<file path="config.mk">
export PLATFORM = sky130hd
export DESIGN_NAME = key_press_classifier_core
export DESIGN_NICKNAME = d
export VERILOG_FILES = /design/src/kpc_pkg.sv /design/src/kpc_cfg_regs.sv /design/src/kpc_fsm.sv /design/src/key_press_classifier_core.sv
export SDC_FILE = /design/constraint.sdc
export NUM_CORES = 1
export LEC_CHECK = 0
export BUFFER_PORTS_ARGS = -buffer_cell sky130_fd_sc_hd__buf_4
export CORE_MARGIN = 4
export CORE_UTILIZATION = 45
export DETAILED_ROUTE_END_ITERATION = 7
export SLEW_MARGIN = 20
export SYNTH_ARGS = -nofsm -noshare
export SYNTH_HDL_FRONTEND = slang
export SYNTH_SLANG_ARGS = --single-unit
</file>
<file path="constraint.sdc">
create_clock -name clk -period 12.6 [get_ports clk]
set_input_delay 1.26 -clock clk [delete_from_list [all_inputs] [get_ports clk]]
set_output_delay 1.26 -clock clk [all_outputs]
set_load 0.05 [all_outputs]
</file>
<file path="src/kpc_pkg.sv">
// Package with shared types, constants and mode codes for the key press classifier.
`default_nettype none

package kpc_pkg;

  localparam int TimeWidthDef = 32;
  localparam int NowWidth     = 32;
  localparam int ThrWidth     = 16;
  localparam int ModeWidth    = 3;
  localparam int CfgIdxWidth  = 2;
  localparam int InDataWidth  = 40;
  localparam int OutDataWidth = 8;

  localparam logic [ModeWidth-1:0] MODE_IDLE    = 3'd0;
  localparam logic [ModeWidth-1:0] MODE_DOWN    = 3'd1;
  localparam logic [ModeWidth-1:0] MODE_PRESSED = 3'd2;
  localparam logic [ModeWidth-1:0] MODE_SHORT   = 3'd3;
  localparam logic [ModeWidth-1:0] MODE_UP      = 3'd4;

  localparam logic [CfgIdxWidth-1:0] REG_PRESS_LEVEL   = 2'd0;
  localparam logic [CfgIdxWidth-1:0] REG_DEBOUNCE_TIME = 2'd1;
  localparam logic [CfgIdxWidth-1:0] REG_SHORT_TIME    = 2'd2;
  localparam logic [CfgIdxWidth-1:0] REG_LONG_TIME     = 2'd3;

  localparam logic [ThrWidth-1:0] DEBOUNCE_RESET = 16'd15;
  localparam logic [ThrWidth-1:0] SHORT_RESET    = 16'd50;
  localparam logic [ThrWidth-1:0] LONG_RESET     = 16'd1000;

  typedef struct packed {
    logic                press_level;
    logic [ThrWidth-1:0] debounce_time;
    logic [ThrWidth-1:0] short_time;
    logic [ThrWidth-1:0] long_time;
  } cfg_t;

  typedef struct packed {
    logic [ModeWidth-1:0] key_mode;
    logic                 release_event;
    logic                 long_event;
    logic                 short_event;
  } res_t;

endpackage

`default_nettype wire

</file>
<file path="src/kpc_cfg_regs.sv">
// Configuration register file for the key press classifier.
`default_nettype none

module kpc_cfg_regs (
  input  wire                              clk,
  input  wire                              rst_n,
  input  wire                              cfg_we,
  input  wire [kpc_pkg::CfgIdxWidth-1:0]   cfg_index,
  input  wire [kpc_pkg::ThrWidth-1:0]      cfg_wdata,
  output kpc_pkg::cfg_t                    cfg
);

  kpc_pkg::cfg_t cfg_r;

  always_ff @(posedge clk) begin
    if (!rst_n) begin
      cfg_r.press_level   <= 1'b0;
      cfg_r.debounce_time <= kpc_pkg::DEBOUNCE_RESET;
      cfg_r.short_time    <= kpc_pkg::SHORT_RESET;
      cfg_r.long_time     <= kpc_pkg::LONG_RESET;
    end else if (cfg_we) begin
      unique case (cfg_index)
        kpc_pkg::REG_PRESS_LEVEL:   cfg_r.press_level   <= cfg_wdata[0];
        kpc_pkg::REG_DEBOUNCE_TIME: cfg_r.debounce_time <= cfg_wdata;
        kpc_pkg::REG_SHORT_TIME:    cfg_r.short_time    <= cfg_wdata;
        kpc_pkg::REG_LONG_TIME:     cfg_r.long_time     <= cfg_wdata;
        default: ;
      endcase
    end
  end

  assign cfg = cfg_r;

endmodule

`default_nettype wire

</file>
<file path="src/kpc_fsm.sv">
// Debounce and press classification state machine, one scan per enabled cycle.
`default_nettype none

module kpc_fsm #(
  parameter int TIME_WIDTH = kpc_pkg::TimeWidthDef
) (
  input  wire                    clk,
  input  wire                    rst_n,
  input  wire                    en,
  input  wire                    key_level,
  input  wire [TIME_WIDTH-1:0]   now,
  input  wire kpc_pkg::cfg_t     cfg,
  output kpc_pkg::res_t          res
);

  logic [kpc_pkg::ModeWidth-1:0] mode_r, mode_nxt;
  logic [TIME_WIDTH-1:0]         down_start_r, down_start_nxt;
  logic [TIME_WIDTH-1:0]         hold_start_r, hold_start_nxt;
  logic [TIME_WIDTH-1:0]         up_start_r, up_start_nxt;
  logic                          long_done_r, long_done_nxt;

  logic                  pressed;
  logic [TIME_WIDTH-1:0] down_el, hold_el, up_el;
  logic [TIME_WIDTH-1:0] dbn_thr, short_thr, long_thr;
  logic                  ev_short, ev_long, ev_rel;

  assign pressed   = (key_level == cfg.press_level);
  assign down_el   = now - down_start_r;
  assign hold_el   = now - hold_start_r;
  assign up_el     = now - up_start_r;
  assign dbn_thr   = TIME_WIDTH'(cfg.debounce_time);
  assign short_thr = TIME_WIDTH'(cfg.short_time);
  assign long_thr  = TIME_WIDTH'(cfg.long_time);

  always_comb begin
    mode_nxt       = mode_r;
    down_start_nxt = down_start_r;
    hold_start_nxt = hold_start_r;
    up_start_nxt   = up_start_r;
    long_done_nxt  = long_done_r;
    ev_short       = 1'b0;
    ev_long        = 1'b0;
    ev_rel         = 1'b0;
    unique case (mode_r)
      kpc_pkg::MODE_IDLE: begin
        if (pressed) begin
          mode_nxt       = kpc_pkg::MODE_DOWN;
          down_start_nxt = now;
        end
      end
      kpc_pkg::MODE_DOWN: begin
        if (!pressed) begin
          mode_nxt = kpc_pkg::MODE_IDLE;
        end else if (down_el >= dbn_thr) begin
          mode_nxt       = kpc_pkg::MODE_PRESSED;
          hold_start_nxt = now;
          long_done_nxt  = 1'b0;
        end
      end
      kpc_pkg::MODE_PRESSED: begin
        if (!pressed) begin
          up_start_nxt = now;
          if (!long_done_r && hold_el >= short_thr) begin
            mode_nxt = kpc_pkg::MODE_SHORT;
          end else begin
            mode_nxt = kpc_pkg::MODE_UP;
          end
        end else if (!long_done_r && hold_el >= long_thr) begin
          ev_long       = 1'b1;
          long_done_nxt = 1'b1;
        end
      end
      kpc_pkg::MODE_SHORT: begin
        if (!pressed) begin
          ev_short     = 1'b1;
          mode_nxt     = kpc_pkg::MODE_UP;
          up_start_nxt = now;
        end
      end
      kpc_pkg::MODE_UP: begin
        if (pressed) begin
          mode_nxt       = kpc_pkg::MODE_DOWN;
          down_start_nxt = now;
        end else if (up_el >= dbn_thr) begin
          ev_rel   = 1'b1;
          mode_nxt = kpc_pkg::MODE_IDLE;
        end
      end
      default: begin
        mode_nxt = kpc_pkg::MODE_IDLE;
      end
    endcase
  end

  always_ff @(posedge clk) begin
    if (!rst_n) begin
      mode_r      <= kpc_pkg::MODE_IDLE;
      long_done_r <= 1'b0;
    end else if (en) begin
      mode_r      <= mode_nxt;
      long_done_r <= long_done_nxt;
    end
  end

  always_ff @(posedge clk) begin
    if (en) begin
      down_start_r <= down_start_nxt;
      hold_start_r <= hold_start_nxt;
      up_start_r   <= up_start_nxt;
    end
  end

  assign res.short_event   = ev_short;
  assign res.long_event    = ev_long;
  assign res.release_event = ev_rel;
  assign res.key_mode      = mode_nxt;

  a_mode_legal: assert property (@(posedge clk) disable iff (!rst_n)
    (mode_r == kpc_pkg::MODE_IDLE) || (mode_r == kpc_pkg::MODE_DOWN) ||
    (mode_r == kpc_pkg::MODE_PRESSED) || (mode_r == kpc_pkg::MODE_SHORT) ||
    (mode_r == kpc_pkg::MODE_UP))
    else $error("Mode register left the legal codes.");

  a_one_event: assert property (@(posedge clk) disable iff (!rst_n)
    $onehot0({ev_short, ev_long, ev_rel}))
    else $error("More than one event in one scan.");

  a_long_once: assert property (@(posedge clk) disable iff (!rst_n)
    (en && ev_long) |=> long_done_r && (mode_r == kpc_pkg::MODE_PRESSED))
    else $error("Long press did not latch its done flag.");

  a_short_to_up: assert property (@(posedge clk) disable iff (!rst_n)
    (en && ev_short) |=> (mode_r == kpc_pkg::MODE_UP))
    else $error("Short press did not move to release debounce.");

  a_rel_to_idle: assert property (@(posedge clk) disable iff (!rst_n)
    (en && ev_rel) |=> (mode_r == kpc_pkg::MODE_IDLE))
    else $error("Release did not return to idle.");

endmodule

`default_nettype wire

</file>
<file path="src/key_press_classifier_core.sv">
// Top level of the key press classifier: stream ports, scan register and result register.
`default_nettype none

// Each scan transfer carries a raw key level and a millisecond timestamp and yields exactly one
// result transfer with short, long and release event flags and the key mode after the scan.
// The block takes one scan per clock cycle while out_tready does not hold back the result;
// a result is presented once its scan has passed from the scan register through the state
// machine into the result register, and the state update of the debounce state machine sets
// that rate. Timestamp differences wrap modulo 2^TIME_WIDTH.
// Configuration writes are taken at any time but should be made only while the block is idle.

module key_press_classifier_core #(
  parameter int TIME_WIDTH = kpc_pkg::TimeWidthDef
) (
  input  wire                                clk,
  input  wire                                rst_n,
  input  wire                                in_tvalid,
  output logic                               in_tready,
  // Fields from bit 0: key_level[0], now_ms[32:1], zero fill[39:33].
  input  wire [kpc_pkg::InDataWidth-1:0]     in_tdata,
  output logic                               out_tvalid,
  input  wire                                out_tready,
  // Fields from bit 0: short_event[0], long_event[1], release_event[2], key_mode[5:3],
  // zero fill[7:6].
  output logic [kpc_pkg::OutDataWidth-1:0]   out_tdata,
  input  wire                                cfg_we,
  input  wire [kpc_pkg::CfgIdxWidth-1:0]     cfg_index,
  input  wire [kpc_pkg::ThrWidth-1:0]        cfg_wdata
);

  logic                          in_valid_r;
  logic                          key_r;
  logic [kpc_pkg::NowWidth-1:0]  now_r;
  logic                          out_valid_r;
  kpc_pkg::res_t                 res_r;

  logic                  adv;
  logic [TIME_WIDTH-1:0] now_w;
  kpc_pkg::cfg_t         cfg;
  kpc_pkg::res_t         res;

  assign adv       = in_valid_r && (!out_valid_r || out_tready);
  assign in_tready = !in_valid_r || adv;
  assign now_w     = TIME_WIDTH'({32'd0, now_r});

  always_ff @(posedge clk) begin
    if (!rst_n) begin
      in_valid_r  <= 1'b0;
      out_valid_r <= 1'b0;
    end else begin
      if (in_tready) begin
        in_valid_r <= in_tvalid;
      end
      if (adv) begin
        out_valid_r <= 1'b1;
      end else if (out_tready) begin
        out_valid_r <= 1'b0;
      end
    end
  end

  always_ff @(posedge clk) begin
    if (in_tvalid && in_tready) begin
      key_r <= in_tdata[0];
      now_r <= in_tdata[32:1];
    end
    if (adv) begin
      res_r <= res;
    end
  end

  kpc_cfg_regs u_cfg (
    .clk       (clk),
    .rst_n     (rst_n),
    .cfg_we    (cfg_we),
    .cfg_index (cfg_index),
    .cfg_wdata (cfg_wdata),
    .cfg       (cfg)
  );

  kpc_fsm #(
    .TIME_WIDTH (TIME_WIDTH)
  ) u_fsm (
    .clk       (clk),
    .rst_n     (rst_n),
    .en        (adv),
    .key_level (key_r),
    .now       (now_w),
    .cfg       (cfg),
    .res       (res)
  );

  assign out_tvalid = out_valid_r;
  assign out_tdata  = {2'b00, res_r};

endmodule

`default_nettype wire
</file>
==> Implementation_results.wiki, run 1 <==
{| class="wikitable"
! Metric !! Value
|-
| Largest buffer count on any clock path || 2
|-
| Critical path's most frequent cell || sky130_fd_sc_hd__a21o_1
|-
| Number of flops mapped to enable cells by yosys || 135
|-
| Buffer count from post-CTS setup fixing || 0
|-
| Total of buffers placed on input and output ports || 63
|-
| Actual transition at the worst max-transition pin || 0.856 ns
|-
| Final count of hold timing violations || 0
|-
| Last weighted congestion value of the routability-driven placer || 0.907
|-
| Share of synthesized area occupied by flip-flops and latches || 36.9%
|-
| Initial antenna violation count || 0
|-
| Area share of the largest cell type after synthesis || 29.1%
|-
| Die width || 184 µm
|-
| Final TNS setup || 0 ns
|-
| Most frequent standard cell in the layout excluding fill and tap cells || sky130_fd_sc_hd__nand2_1
|-
| Synth async-reset ratio || 0%
|-
| Core area || 0.0306 mm²
|-
| Final-report max-slew violation count || 0
|-
| Total of endpoints with negative setup slack in the final report || 0
|-
| Floorplan die height || 184 µm
|-
| Hold Crit Class || register to register
|-
| Diodes inserted || 0
|-
| Sink Count || 190
|-
| Setup slack at placement || 6.63 ns
|-
| Clock Latency Late Sink || 0.45 ns
|-
| Unrepaired setup endpoints after global routing || false
|-
| Flip-flop and latch count after synthesis || 190
|-
| Clock tree from TritonCTS || yes
|-
| CP endpoint kind || register
|-
| Post-route cell area || 0.0154 mm²
|-
| Worst vdd ir || 0.0702 mV
|-
| Largest stage delay, worst path || 0.54 ns
|-
| M1 GR Usage || 31.2%
|-
| First DRT Iteration DRCs || 820
|-
| Post-Synthesis Cells || 1556
|-
| GRT Residual Overflow || 0
|-
| Starting utilization of the core area || 45.6%
|-
| Number of gates resized after CTS || 0
|-
| Hold_buf cts || 0
|-
| Result of the run || complete, no violations
|-
| Mapped Area || 0.0140 mm²
|-
| Synth Warn # || 0
|-
| Count of TritonRoute iterations in the first routing pass || 6
|-
| Final worst clock skew || 0.0219 ns
|-
| Cells along the critical path || ha_1 > a21o_1 > a31o_2 > or2_2 > a21oi_1 > o31ai_1 > xor2_1 > ha_1 > a21o_1 > a21o_1 > a222oi_1 > o211ai_1 > a311oi_1 > o2111ai_1 > nor4_1 > nand3_1 > o41ai_2 > o211ai_1 > nor4_4 > buf_4
|-
| Maximum number of pins on one net before global-route repair || 59
|-
| Final Cycle Share || 47.9%
|-
| Number of standard cells in the layout, taps in and fillers out || 2003
|-
| Number of vias in the routed layout || 11500
|-
| Routing layer with the top usage in global route || met2
|-
| Kind of critical path || register to register
|-
| Number of nets still failing antenna checks after routing || 0
|-
| Critical-path maximum fanout || 32
|-
| GRT met2 Usage || 33.6%
|-
| Total design power || 1.58 mW
|-
| Yosys top cell by area || sky130_fd_sc_hd__edfxtp_1
|-
| Residual DRC count || 0
|-
| Static Leak || 6.25 nW
|-
| Top-level port count || 73
|-
| Power per unit of standard cell area || 103 mW/mm²
|-
| Primary FF master, synth || sky130_fd_sc_hd__edfxtp_1
|-
| GR Util All Layers || 21.4%
|-
| Arrival time worst endpoint || 6.12 ns
|-
| Post-Syn Area per Cell || 8.97 µm²
|-
| Cts bufs inserted || 17
|-
| Placed Instances || 1971
|-
| Critical path startpoint category || register
|-
| Via-per-instance ratio || 5.74
|-
| Wire length per cell || 18.0 µm
|-
| Highest clock rate || 0.166 GHz
|-
| Total detailed-routing wirelength || 36100 µm
|-
| Number of global-route vias before repair || 10900
|-
| Number of max-capacitance violations reported || 0
|-
| Worst EP required || 12.69 ns
|-
| Final critical-path setup slack || 6.56 ns
|-
| Clk root buf || sky130_fd_sc_hd__clkbuf_16
|-
| Slew headroom || 42.9%
|-
| Number of rows created at floorplan || 64
|-
| Commonest cells after routing, fill and taps aside || 183 x sky130_fd_sc_hd__nand2_1, 170 x sky130_fd_sc_hd__inv_1, 157 x sky130_fd_sc_hd__ha_1
|-
| Layout Nets || 1817
|-
| Clock transition time at the flip-flop clock pins of the worst setup and hold paths || 0.08 ns
|-
| H-tree levels || 4
|-
| Cell types occupying the most area after synthesis || sky130_fd_sc_hd__edfxtp_1 29%, sky130_fd_sc_hd__ha_1 14%, sky130_fd_sc_hd__dfxtp_1 7.9%, sky130_fd_sc_hd__nand2_1 4.9%, sky130_fd_sc_hd__a21oi_1 4.7%
|-
| Unique masters post-synth || 84
|-
| Post-DP HPWL || 28600 µm
|-
| Synth-to-layout area growth || 10.1%
|-
| Cell area after placement || 0.0147 mm²
|-
| GR Util met3 || 2.51%
|-
| CP max stage cell || sky130_fd_sc_hd__edfxtp_1
|-
| Layout cells sized above 1 || 8.15%
|-
| Min Clock Period, post-route || 6.04 ns
|-
| Wire length of the first global-routing pass || 58000 µm
|-
| Total die area || 0.0339 mm²
|}
==> where the power goes <==
group / internal, mW / leakage, nW / total (mW) / switching [mW]
clock network: 0.313 / 0.299 / 0.576 / 0.263
registers: 0.685 / 1.69 / 0.705 / 0.0201
logic: 0.123 / 4.26 / 0.300 / 0.177
total: 1.12 / 6.25 / 1.58 / 0.461
==> cell usage after synthesis, types with 4 or more instances <==
| library cell | n |
|---|---|
| sky130_fd_sc_hd__nand2b_1 | 16 |
| sky130_fd_sc_hd__or2_2 | 7 |
| sky130_fd_sc_hd__nand2_1 | 183 |
| sky130_fd_sc_hd__nor4_1 | 13 |
| sky130_fd_sc_hd__buf_2 | 6 |
| sky130_fd_sc_hd__buf_4 | 7 |
| sky130_fd_sc_hd__o21ai_1 | 6 |
| sky130_fd_sc_hd__o221ai_1 | 5 |
| sky130_fd_sc_hd__o41ai_1 | 5 |
| sky130_fd_sc_hd__and2_1 | 7 |
| sky130_fd_sc_hd__a2111oi_0 | 5 |
| sky130_fd_sc_hd__nand3_1 | 25 |
| sky130_fd_sc_hd__dfxtp_1 | 55 |
| sky130_fd_sc_hd__a31oi_1 | 10 |
| sky130_fd_sc_hd__clkbuf_2 | 4 |
| sky130_fd_sc_hd__a21o_1 | 39 |
| sky130_fd_sc_hd__o22ai_1 | 4 |
| sky130_fd_sc_hd__nor2_1 | 79 |
| sky130_fd_sc_hd__a311oi_1 | 4 |
| sky130_fd_sc_hd__and3_1 | 11 |
| sky130_fd_sc_hd__clkbuf_1 | 29 |
| sky130_fd_sc_hd__nand4_1 | 32 |
| sky130_fd_sc_hd__nor3_1 | 35 |
| sky130_fd_sc_hd__a21boi_0 | 44 |
| sky130_fd_sc_hd__o31ai_1 | 8 |
| sky130_fd_sc_hd__xor2_1 | 26 |
| sky130_fd_sc_hd__a21oi_1 | 132 |
| sky130_fd_sc_hd__or3_1 | 8 |
| sky130_fd_sc_hd__o21ai_0 | 63 |
| sky130_fd_sc_hd__o211ai_1 | 35 |
| sky130_fd_sc_hd__a211oi_1 | 11 |
| sky130_fd_sc_hd__a211o_1 | 6 |
| sky130_fd_sc_hd__ha_1 | 157 |
| sky130_fd_sc_hd__o21a_1 | 28 |
| sky130_fd_sc_hd__nor2b_1 | 14 |
| sky130_fd_sc_hd__o21bai_1 | 9 |
| sky130_fd_sc_hd__edfxtp_1 | 135 |
| sky130_fd_sc_hd__mux2i_1 | 4 |
| sky130_fd_sc_hd__o2111ai_1 | 7 |
| sky130_fd_sc_hd__xnor2_1 | 39 |
| sky130_fd_sc_hd__inv_1 | 170 |
==> metal layers <==
layer,wire length (µm),vias to the layer above
li1,-,5738
met3,1350,45
met1,17700,5468
met4,745,0
met5,0,-
met2,16400,253
==> worst max-delay path, delay by kind of cell, from the launching register on <==
| family | cells | cell delay (ns) |
|---|---|---|
| AO/OA/AOI/OAI | 12 | 2.83 |
| AND/OR/NAND/NOR | 4 | 0.95 |
| adder cells (fa/ha/maj) | 2 | 0.75 |
| flip-flops | 1 | 0.54 |
| buffers and inverters | 1 | 0.43 |
| XOR/XNOR | 1 | 0.17 |
==> logic make-up (layout without fill, tap and decap cells) <==
family / count (synthesis) / after routing / share of synthesized area, %
AOI/OAI and AO/OA: 461 / 461 / 22.2
and+or+nand+nor: 454 / 454 / 15.5
buffers and inverters: 219 / 269 / 6.33
DFF: 190 / 190 / 36.9
adders and majority gates: 160 / 160 / 14.5
xor gates and xnor gates: 65 / 65 / 4.08
muxes: 6 / 6 / 0.448
other: 1 / 2 / 0.0269
==> sequential cells by signal (all words and copies together) (netlist names) <==
signal / count
u_cfg.cfg: 49
key_r: 1
out_tdata: 6
now_r: 32
u_fsm.mode_r: 3
u_fsm.down_start_r: 32
in_valid_r: 1
u_fsm.up_start_r: 32
u_fsm.long_done_r: 1
u_fsm.hold_start_r: 32
out_tvalid: 1
==> path summary, 6_finish.rpt <==
| kind | startpoint | endpoint | cells after the start | slack (ns) |
|---|---|---|---|---|
| min reg2reg | u_cfg.cfg[45]$_SDFFE_PN0P_ | u_cfg.cfg[45]$_SDFFE_PN0P_ | 2 | 0.46 |
| max | now_r[4]$_DFFE_PP_ | u_fsm.down_start_r[14]$_DFFE_PP_ | 20 | 6.56 |
| min | u_cfg.cfg[45]$_SDFFE_PN0P_ | u_cfg.cfg[45]$_SDFFE_PN0P_ | 2 | 0.46 |
| max reg2reg | now_r[4]$_DFFE_PP_ | u_fsm.down_start_r[14]$_DFFE_PP_ | 20 | 6.56 |
==> area by class of cell <==
cell class	instances	area (µm²)
Fill cell	2984	15200
Multi-Input combinational cell	1148	7940
Inverter	170	638
Clock inverter	14	175
Tap cell	396	495
Clock buffer	18	450
Sequential cell	190	5150
Timing Repair Buffer	67	503
==> per-stage QoR <==
step           hold WS (ns)  utilization (%)
2_1_floorplan         0.443                -
3_3_place_gp          0.453             48.2
3_5_place_dp          0.457             48.2
4_1_cts               0.468             50.2
5_1_grt               0.482             50.2
6_report              0.462             50.2
Note: power is estimated with default switching activity, not from simulation.
==> run 2, diff against run 1 <==
==> constraint.sdc (replaced) <==
create_clock -name clk -period 5.2 [get_ports clk]
set_input_delay 0.52 -clock clk [delete_from_list [all_inputs] [get_ports clk]]
set_output_delay 0.52 -clock clk [all_outputs]
set_load 0.05 [all_outputs]
==> run 2 against run 1 <==
Net effect: the run now ends with setup timing left; clock power up 110%; global-route usage up 0.68 points; first-iteration DRC count down 10%; setup slack worse by 6.7 ns; combinational power rose to 2.6 times the previous value; power up 130%; register-to-register slack worse by 6.7 ns; critical path type unchanged; highest routed layer unchanged.
==> Implementation_results.wiki, run 2 (synthesis gave the netlist of run 1 again) <==
{| class="wikitable"
! Metric !! Value
|-
| Result of the run || finished with violations
|-
| Failing checks || setup timing
|-
| GRT Residual Overflow || 0 (unchanged)
|-
| FILL cells || 2912 (-2.4%)
|-
| Starting utilization of the core area || 45.6% (unchanged)
|-
| Highest clock rate || 0.189 GHz (+14%)
|-
| CP delay by family, top || compound AO/OA/AOI/OAI gates
|-
| Top-level port count || 73 (unchanged)
|-
| Largest stage delay, worst path || 0.44 ns (-0.10 ns)
|-
| Maximum number of pins on one net before global-route repair || 59 (unchanged)
|-
| Number of rows created at floorplan || 64 (unchanged)
|-
| Number of global-route vias before repair || 11400 (+4.2%)
|-
| Sw frac || 29.3% (+0.20 points)
|-
| Sw power || 1.09 mW (+140%)
|-
| Hold Crit Class || primary input to register
|-
| Final TNS setup || -2.64 ns (-2.64 ns)
|-
| Largest buffer count on any clock path || 2 (unchanged)
|-
| Internal power || 2.63 mW (+130%)
|-
| Final count of hold timing violations || 0 (unchanged)
|-
| Wire length of the first global-routing pass || 59600 µm (+2.7%)
|-
| Critical-path maximum fanout || 8 (-75%)
|-
| Via-per-instance ratio || 5.68 (-1.1%)
|-
| Unrepaired setup endpoints after global routing || true
|-
| First DRT Iteration DRCs || 736 (-10%)
|-
| Floorplan die height || 184 µm (unchanged)
|-
| Number of nets still failing antenna checks after routing || 0 (unchanged)
|-
| CP endpoint kind || register
|-
| Actual transition at the worst max-transition pin || 0.901 ns (+0.0447 ns)
|-
| Setup slack at placement || -0.0329 ns (-6.67 ns)
|-
| Final-report max-slew violation count || 0 (unchanged)
|-
| Kind of critical path || register to register
|-
| Clk root buf || sky130_fd_sc_hd__clkbuf_16
|-
| Number of max-capacitance violations reported || 0 (unchanged)
|-
| Cts bufs inserted || 17 (unchanged)
|-
| Total of endpoints with negative setup slack in the final report || 32 (+32)
|-
| Part of the power in registers || 45.7% (+1.1 points)
|-
| Clock tree from TritonCTS || yes
|-
| Power per unit of standard cell area || 234 mW/mm² (+130%)
|-
| Residual DRC count || 0 (unchanged)
|-
| Final critical-path setup slack || -0.100 ns (-6.66 ns)
|-
| Relative contribution of the clock network to total power || 33.2% (-3.2 points)
|-
| Worst vdd ir || 0.244 mV (+250%)
|-
| Total die area || 0.0339 mm² (unchanged)
|-
| Sink Count || 190 (unchanged)
|-
| Synth-to-layout area growth || 13.6%
|-
| Post-DP HPWL || 29400 µm (+3.0%)
|-
| Clock Latency Late Sink || 0.44 ns (about the same)
|-
| Diodes inserted || 0 (unchanged)
|-
| Critical path buffer and inverter count || 3 (+2)
|-
| Number of vias in the routed layout || 11700 (+1.7%)
|-
| H-tree levels || 4 (unchanged)
|-
| GR Util All Layers || 22.1% (+0.68 points)
|-
| CP max stage cell || sky130_fd_sc_hd__edfxtp_1
|-
| Initial antenna violation count || 0 (unchanged)
|-
| Placed Instances || 2014 (+2.2%)
|-
| Die width || 184 µm (unchanged)
|-
| Clock transition time at the flip-flop clock pins of the worst setup and hold paths || 0.07 ns (about the same)
|-
| Cells along the critical path || ha_1 > nor2b_4 > o2111a_2 > or2_4 > a21oi_4 > o31ai_2 > xor2_1 > ha_1 > a21o_1 > a21o_1 > a222oi_1 > o211ai_1 > a311oi_1 > o2111ai_1 > nor4_1 > nand3_1 > o41ai_2 > o211ai_1 > nor4_4 > buf_4 > buf_12 > clkbuf_16
|-
| Count of TritonRoute iterations in the first routing pass || 5 (-1)
|-
| Last weighted congestion value of the routability-driven placer || 0.925 (+1.9%)
|-
| Total design power || 3.71 mW (+130%)
|-
| Layout cells sized above 1 || 12.0% (+3.9 points)
|-
| Total detailed-routing wirelength || 37300 µm (+3.4%)
|-
| Commonest cells after routing, fill and taps aside || 183 x sky130_fd_sc_hd__nand2_1, 169 x sky130_fd_sc_hd__inv_1, 154 x sky130_fd_sc_hd__ha_1
|-
| Critical path startpoint category || register
|-
| Combinational share of power || 21.1% (+2.1 points)
|-
| Worst EP required || 5.36 ns (-7.33 ns)
|-
| Slew headroom || 40.0% (-3.0 points)
|-
| Hold_buf cts || 0 (unchanged)
|-
| Most frequent standard cell in the layout excluding fill and tap cells || sky130_fd_sc_hd__nand2_1
|-
| Min Clock Period, post-route || 5.30 ns (-0.738 ns)
|-
| Largest register FFs || 49 (unchanged)
|-
| Arrival time worst endpoint || 5.46 ns (-0.66 ns)
|-
| Final worst clock skew || 0.00983 ns (-0.0121 ns)
|-
| Layout Nets || 1873 (+3.1%)
|-
| Wire length per cell || 18.1 µm (+0.58%)
|-
| Total of buffers placed on input and output ports || 63 (unchanged)
|-
| Final Cycle Share || 102% (+54 points)
|-
| Core area || 0.0306 mm² (unchanged)
|-
| Number of standard cells in the layout, taps in and fillers out || 2059 (+2.8%)
|-
| Static Leak || 6.53 nW (+4.5%)
|}
## run 2: changes by cell type in the layout (fill, tap and decap cells not counted), moves of 2 or more
cell,previous run,this run
sky130_fd_sc_hd__inv_4,0,4
sky130_fd_sc_hd__buf_4,67,117
sky130_fd_sc_hd__inv_8,4,1
sky130_fd_sc_hd__ha_1,157,154
sky130_fd_sc_hd__nor2b_1,14,12
sky130_fd_sc_hd__bufinv_16,2,0
sky130_fd_sc_hd__buf_12,0,3
sky130_fd_sc_hd__clkinvlp_4,3,0
sky130_fd_sc_hd__clkbuf_2,0,2
sky130_fd_sc_hd__nor2b_4,0,2
sky130_fd_sc_hd__ha_2,0,2
## run 2: final timing paths
check,to,slack [ns],startpoint,cells after the start
hold reg to reg,u_cfg.cfg[38]$_SDFFE_PN0P_,0.46,u_cfg.cfg[38]$_SDFFE_PN0P_,2
setup reg to reg,u_fsm.down_start_r[24]$_DFFE_PP_,-0.10,now_r[1]$_DFFE_PP_,22
hold / removal,now_r[13]$_DFFE_PP_,0.25,in_tdata[14],1
setup / recovery,u_fsm.down_start_r[24]$_DFFE_PP_,-0.10,now_r[1]$_DFFE_PP_,22
## run 2: metal layers
metal / track usage, % / vias up / part of all wire [%]
met5: 0 / - / 0
met4: 6.27 / 0 / 2.1
met3: 3.15 / 59 / 3.3
met2: 35.4 / 253 / 46
met1: 31.3 / 5526 / 49
li1: - / 5862 / -
## run 2: power groups by stage
stage          Sequential [mW]  Combinational, mW  Clock [mW]
2_1_floorplan             1.72              0.528           0
3_3_place_gp              1.73              0.749           0
3_5_place_dp              1.73              0.761           0
4_1_cts                   1.70              0.772        1.27
5_1_grt                   1.70              0.880        1.33
6_report                  1.70              0.785        1.23
## run 2: layout make-up
type	instances	area (µm²)	share of cell area [%]
Multi-Input combinational cell	1148	8030	50.6
Sequential cell	190	5150	32.5
Timing Repair Buffer	123	1000	6.32
Inverter	170	638	4.03
Tap cell	396	495	3.13
Clock buffer	21	453	2.86
Clock inverter	11	81.3	0.513
## run 2: what timing repair did
item                                    CTS  global route
endpoints found under the setup margin   32            34
cloned                                    1             1
setup buffers                             3             9
resized for setup                         2            12
hold endpoints to repair                  0             0
pin swaps                                 3            11
## run 2: worst register-to-register path: cells and delay by family, from the launching register on
family	cells	cell delay, ns
AOI/OAI and AO/OA	11	2.35
and+or+nand+nor	5	1.02
adders and majority gates	2	0.61
DFF	1	0.44
buffers and inverters	3	0.43
xor gates and xnor gates	1	0.17
## run 2: per-stage QoR
stage / hold WS [ns] / utilization, % / area (µm²)
floorplan: 0.443 / - / 14000
global placement: 0.452 / 49.5 / 15100
detailed placement: 0.459 / 49.5 / 15100
CTS: 0.227 / 51.4 / 15700
global route: 0.226 / 51.8 / 15900
finish: 0.250 / 51.8 / 15900
==> run 3, diff against run 2 <==
--- a/config.mk
+++ b/config.mk
@@ -9,6 +9,7 @@
 export CORE_MARGIN = 4
 export CORE_UTILIZATION = 45
 export DETAILED_ROUTE_END_ITERATION = 7
+export GPL_TIMING_DRIVEN = 0
 export SLEW_MARGIN = 20
 export SYNTH_ARGS = -nofsm -noshare
 export SYNTH_HDL_FRONTEND = slang
==> run 3 against run 2 <==
Net effect: the flow still finishes with violations (setup timing); core utilization rose by 0.83 points; combinational power about the same; final cell count up 1.7%; clock skew rose by 0.0063 ns; clock power up 9.8%; first-iteration DRC count down 4.3%; cell area is 1.6% higher; non-clock buffer count increased by 34; sequential cell count unchanged; setup slack worse by 0.16 ns; sequential share of layout area down 0.51 points; power increased by 3.3%; largest cell class unchanged; highest routed layer unchanged.
==> Implementation_results.wiki, run 3 (synthesis gave the netlist of run 1 again) <==
{| class="wikitable"
! Metric !! Value
|-
| Critical path startpoint category || register
|-
| Total area of sequential cells || 0.00515 mm² (unchanged)
|-
| Kind of critical path || register to register
|-
| H-tree levels || 4 (unchanged)
|-
| Clk root buf || sky130_fd_sc_hd__clkbuf_16
|-
| Endpoint of the most critical register-to-register path || u_fsm.down_start_r[6]$_DFFE_PP_
|-
| Total of buffers placed on input and output ports || 62 (-1.6%)
|-
| Synth-to-layout area growth || 15.4%
|-
| Final-report max-slew violation count || 0 (unchanged)
|-
| Via-per-instance ratio || 5.65 (-0.52%)
|-
| Unrepaired setup endpoints after global routing || true
|-
| Total detailed-routing wirelength || 38000 µm (+1.7%)
|-
| Floorplan die height || 184 µm (unchanged)
|-
| Endpoint, Worst Hold || now_r[1]$_DFFE_PP_
|-
| Critical-path maximum fanout || 10 (+2)
|-
| Hold Crit Class || primary input to register
|-
| Final Cycle Share || 105% (+3.1 points)
|-
| Commonest cells after routing, fill and taps aside || 183 x sky130_fd_sc_hd__nand2_1, 169 x sky130_fd_sc_hd__inv_1, 151 x sky130_fd_sc_hd__ha_1
|-
| Core area || 0.0306 mm² (unchanged)
|-
| GR Util All Layers || 22.3% (+0.24 points)
|-
| Initial antenna violation count || 1 (+1)
|-
| Die width || 184 µm (unchanged)
|-
| Power per unit of standard cell area || 238 mW/mm² (+1.7%)
|-
| Diodes inserted || 0 (unchanged)
|-
| First DRT Iteration DRCs || 704 (-4.3%)
|-
| Number of max-capacitance violations reported || 0 (unchanged)
|-
| Clock transition time at the flip-flop clock pins of the worst setup and hold paths || 0.08 ns (about the same)
|-
| Final count of hold timing violations || 0 (unchanged)
|-
| Layout Nets || 1907 (+1.8%)
|-
| Number of vias in the routed layout || 11800 (+1.1%)
|-
| Slew headroom || 46.0% (+6.1 points)
|-
| Layout cells sized above 1 || 12.6% (+0.58 points)
|-
| Wire length of the first global-routing pass || 60300 µm (+1.2%)
|-
| Hold_buf cts || 0 (unchanged)
|-
| Maximum number of pins on one net before global-route repair || 20 (-66%)
|-
| Reg-to-Reg Start || now_r[1]$_DFFE_PP_
|-
| Most frequent standard cell in the layout excluding fill and tap cells || sky130_fd_sc_hd__nand2_1
|-
| R2R cell count || 23 (+4.5%)
|-
| FILL cells || 2891 (-0.72%)
|-
| Starting utilization of the core area || 45.6% (unchanged)
|-
| Number of global-route vias before repair || 11400 (-0.35%)
|-
| Result of the run || finished with violations
|-
| Failing checks || setup timing
|-
| Total design power || 3.84 mW (+3.3%)
|-
| Clock tree from TritonCTS || yes
|-
| Number of rows created at floorplan || 64 (unchanged)
|-
| Final worst clock skew || 0.0162 ns (+0.00633 ns)
|-
| Minimum setup slack among reg-to-reg paths || -0.26 ns (-0.16 ns)
|-
| Number of nets still failing antenna checks after routing || 0 (unchanged)
|-
| Residual DRC count || 0 (unchanged)
|-
| Top-level port count || 73 (unchanged)
|-
| Cts bufs inserted || 17 (unchanged)
|-
| Actual transition at the worst max-transition pin || 0.804 ns (-0.0969 ns)
|-
| Highest clock rate || 0.183 GHz (-3.0%)
|-
| Largest register FFs || 49 (unchanged)
|-
| Total of endpoints with negative setup slack in the final report || 32 (unchanged)
|-
| Count of TritonRoute iterations in the first routing pass || 5 (unchanged)
|-
| Post-DP HPWL || 30000 µm (+1.9%)
|-
| Last weighted congestion value of the routability-driven placer || 0.902 (-2.4%)
|-
| Worst Hold Path Cells || 1 (unchanged)
|-
| Worst hold slack across all endpoints || 0.242 ns (-0.00740 ns)
|-
| Static Leak || 6.61 nW (+1.2%)
|-
| CP endpoint kind || register
|-
| Area taken by multi-input logic gates || 0.00810 mm² (+0.87%)
|-
| Wire length per cell || 18.1 µm (about the same)
|-
| GRT Residual Overflow || 0 (unchanged)
|-
| Total die area || 0.0339 mm² (unchanged)
|-
| Start point of the worst hold path || in_tdata[2]
|-
| Worst vdd ir || 0.177 mV (-28%)
|-
| Clock Latency Late Sink || 0.45 ns (about the same)
|-
| Min Clock Period, post-route || 5.46 ns (+0.162 ns)
|-
| Arrival time worst endpoint || 5.63 ns (+0.17 ns)
|-
| Sink Count || 190 (unchanged)
|-
| Largest buffer count on any clock path || 2 (unchanged)
|-
| Worst EP required || 5.37 ns (about the same)
|-
| Final critical-path setup slack || -0.262 ns (-0.162 ns)
|}
run 3: final cells by class:
class / count / share of cell area [%]
well taps: 396 / 3.08
clock buffers: 17 / 2.64
repair buffers: 108 / 5.42
multi-input cells: 1148 / 50.3
plain buffers: 49 / 1.52
clock inverters: 15 / 1.06
inverters: 170 / 3.99
flip-flops and latches: 190 / 32.0
run 3: critical path, cell delays in order, from the launching register on:
cell	delay, ns
sky130_fd_sc_hd__edfxtp_1	0.40
sky130_fd_sc_hd__buf_6	0.14
sky130_fd_sc_hd__clkinvlp_4	0.17
sky130_fd_sc_hd__fa_2	0.46
sky130_fd_sc_hd__nor2b_4	0.17
sky130_fd_sc_hd__o2111ai_4	0.16
sky130_fd_sc_hd__a211oi_4	0.28
sky130_fd_sc_hd__nor2_2	0.10
sky130_fd_sc_hd__xnor2_2	0.15
sky130_fd_sc_hd__ha_2	0.17
sky130_fd_sc_hd__a21o_1	0.16
sky130_fd_sc_hd__a21o_1	0.16
sky130_fd_sc_hd__a222oi_1	0.36
sky130_fd_sc_hd__o211ai_1	0.18
sky130_fd_sc_hd__a311oi_1	0.24
sky130_fd_sc_hd__o2111ai_1	0.17
sky130_fd_sc_hd__nor4_1	0.19
sky130_fd_sc_hd__nand3_1	0.19
sky130_fd_sc_hd__o41ai_2	0.40
sky130_fd_sc_hd__o211ai_1	0.22
sky130_fd_sc_hd__nor4_4	0.25
sky130_fd_sc_hd__buf_4	0.18
sky130_fd_sc_hd__buf_6	0.13
sky130_fd_sc_hd__buf_12	0.14
run 3: power breakdown:
group	internal (mW)	switching, mW	leakage (nW)
combinational	0.327	0.456	4.63
sequential	1.66	0.0451	1.69
clock	0.689	0.662	0.291
total	2.67	1.16	6.61
run 3: metrics by stage:
| step | instance area (µm²) | util (%) | instances | setup WS, ns | TNS (ns) |
|---|---|---|---|---|---|
| floorplan | 14000 | - | 1557 | -0.363 | -17.56 |
| finish | 16100 | 52.7 | 2093 | -0.262 | -7.64 |
| detailed placement | 15100 | 49.3 | 2024 | -1.32 | -34.80 |
| global placement | 15000 | 49.0 | 2015 | -2.12 | -126.30 |
| global route | 16100 | 52.7 | 2093 | -0.569 | -17.32 |
| CTS | 15900 | 52.0 | 2076 | -0.0616 | -1.22 |
run 3: worst max-delay path by stage:
| stage | from | end | slack, ns | depth (start not counted) |
|---|---|---|---|---|
| 4_1_cts | now_r[1]$_DFFE_PP_ | u_fsm.down_start_r[6]$_DFFE_PP_ | -0.06 | 22 |
| 5_1_grt | now_r[6]$_DFFE_PP_ | u_fsm.down_start_r[6]$_DFFE_PP_ | -0.57 | 21 |
| 2_1_floorplan | now_r[1]$_DFFE_PP_ | u_fsm.down_start_r[0]$_DFFE_PP_ | -0.36 | 19 |
| 3_5_place_dp | now_r[1]$_DFFE_PP_ | u_fsm.down_start_r[0]$_DFFE_PP_ | -1.32 | 21 |
| 6_report | now_r[1]$_DFFE_PP_ | u_fsm.down_start_r[6]$_DFFE_PP_ | -0.26 | 23 |
| 3_3_place_gp | now_r[1]$_DFFE_PP_ | u_fsm.hold_start_r[1]$_DFFE_PP_ | -2.12 | 17 |
run 3: metal layers:
| metal | up-vias | wire (µm) | GRT usage [%] |
|---|---|---|---|
| met5 | - | 0 | 0 |
| met4 | 0 | 747 | 5.94 |
| met3 | 35 | 1380 | 2.55 |
| met2 | 257 | 17400 | 35.9 |
| met1 | 5625 | 18500 | 32.1 |
| li1 | 5914 | - | - |
run 3: timing repair:
| item | 4_1_cts | 5_1_grt |
|---|---|---|
| cloned | 0 | 1 |
| pin swaps | 11 | 8 |
| gates resized for setup | 24 | 17 |
| setup buffers | 20 | 16 |
| setup endpoints to repair | 43 | 65 |
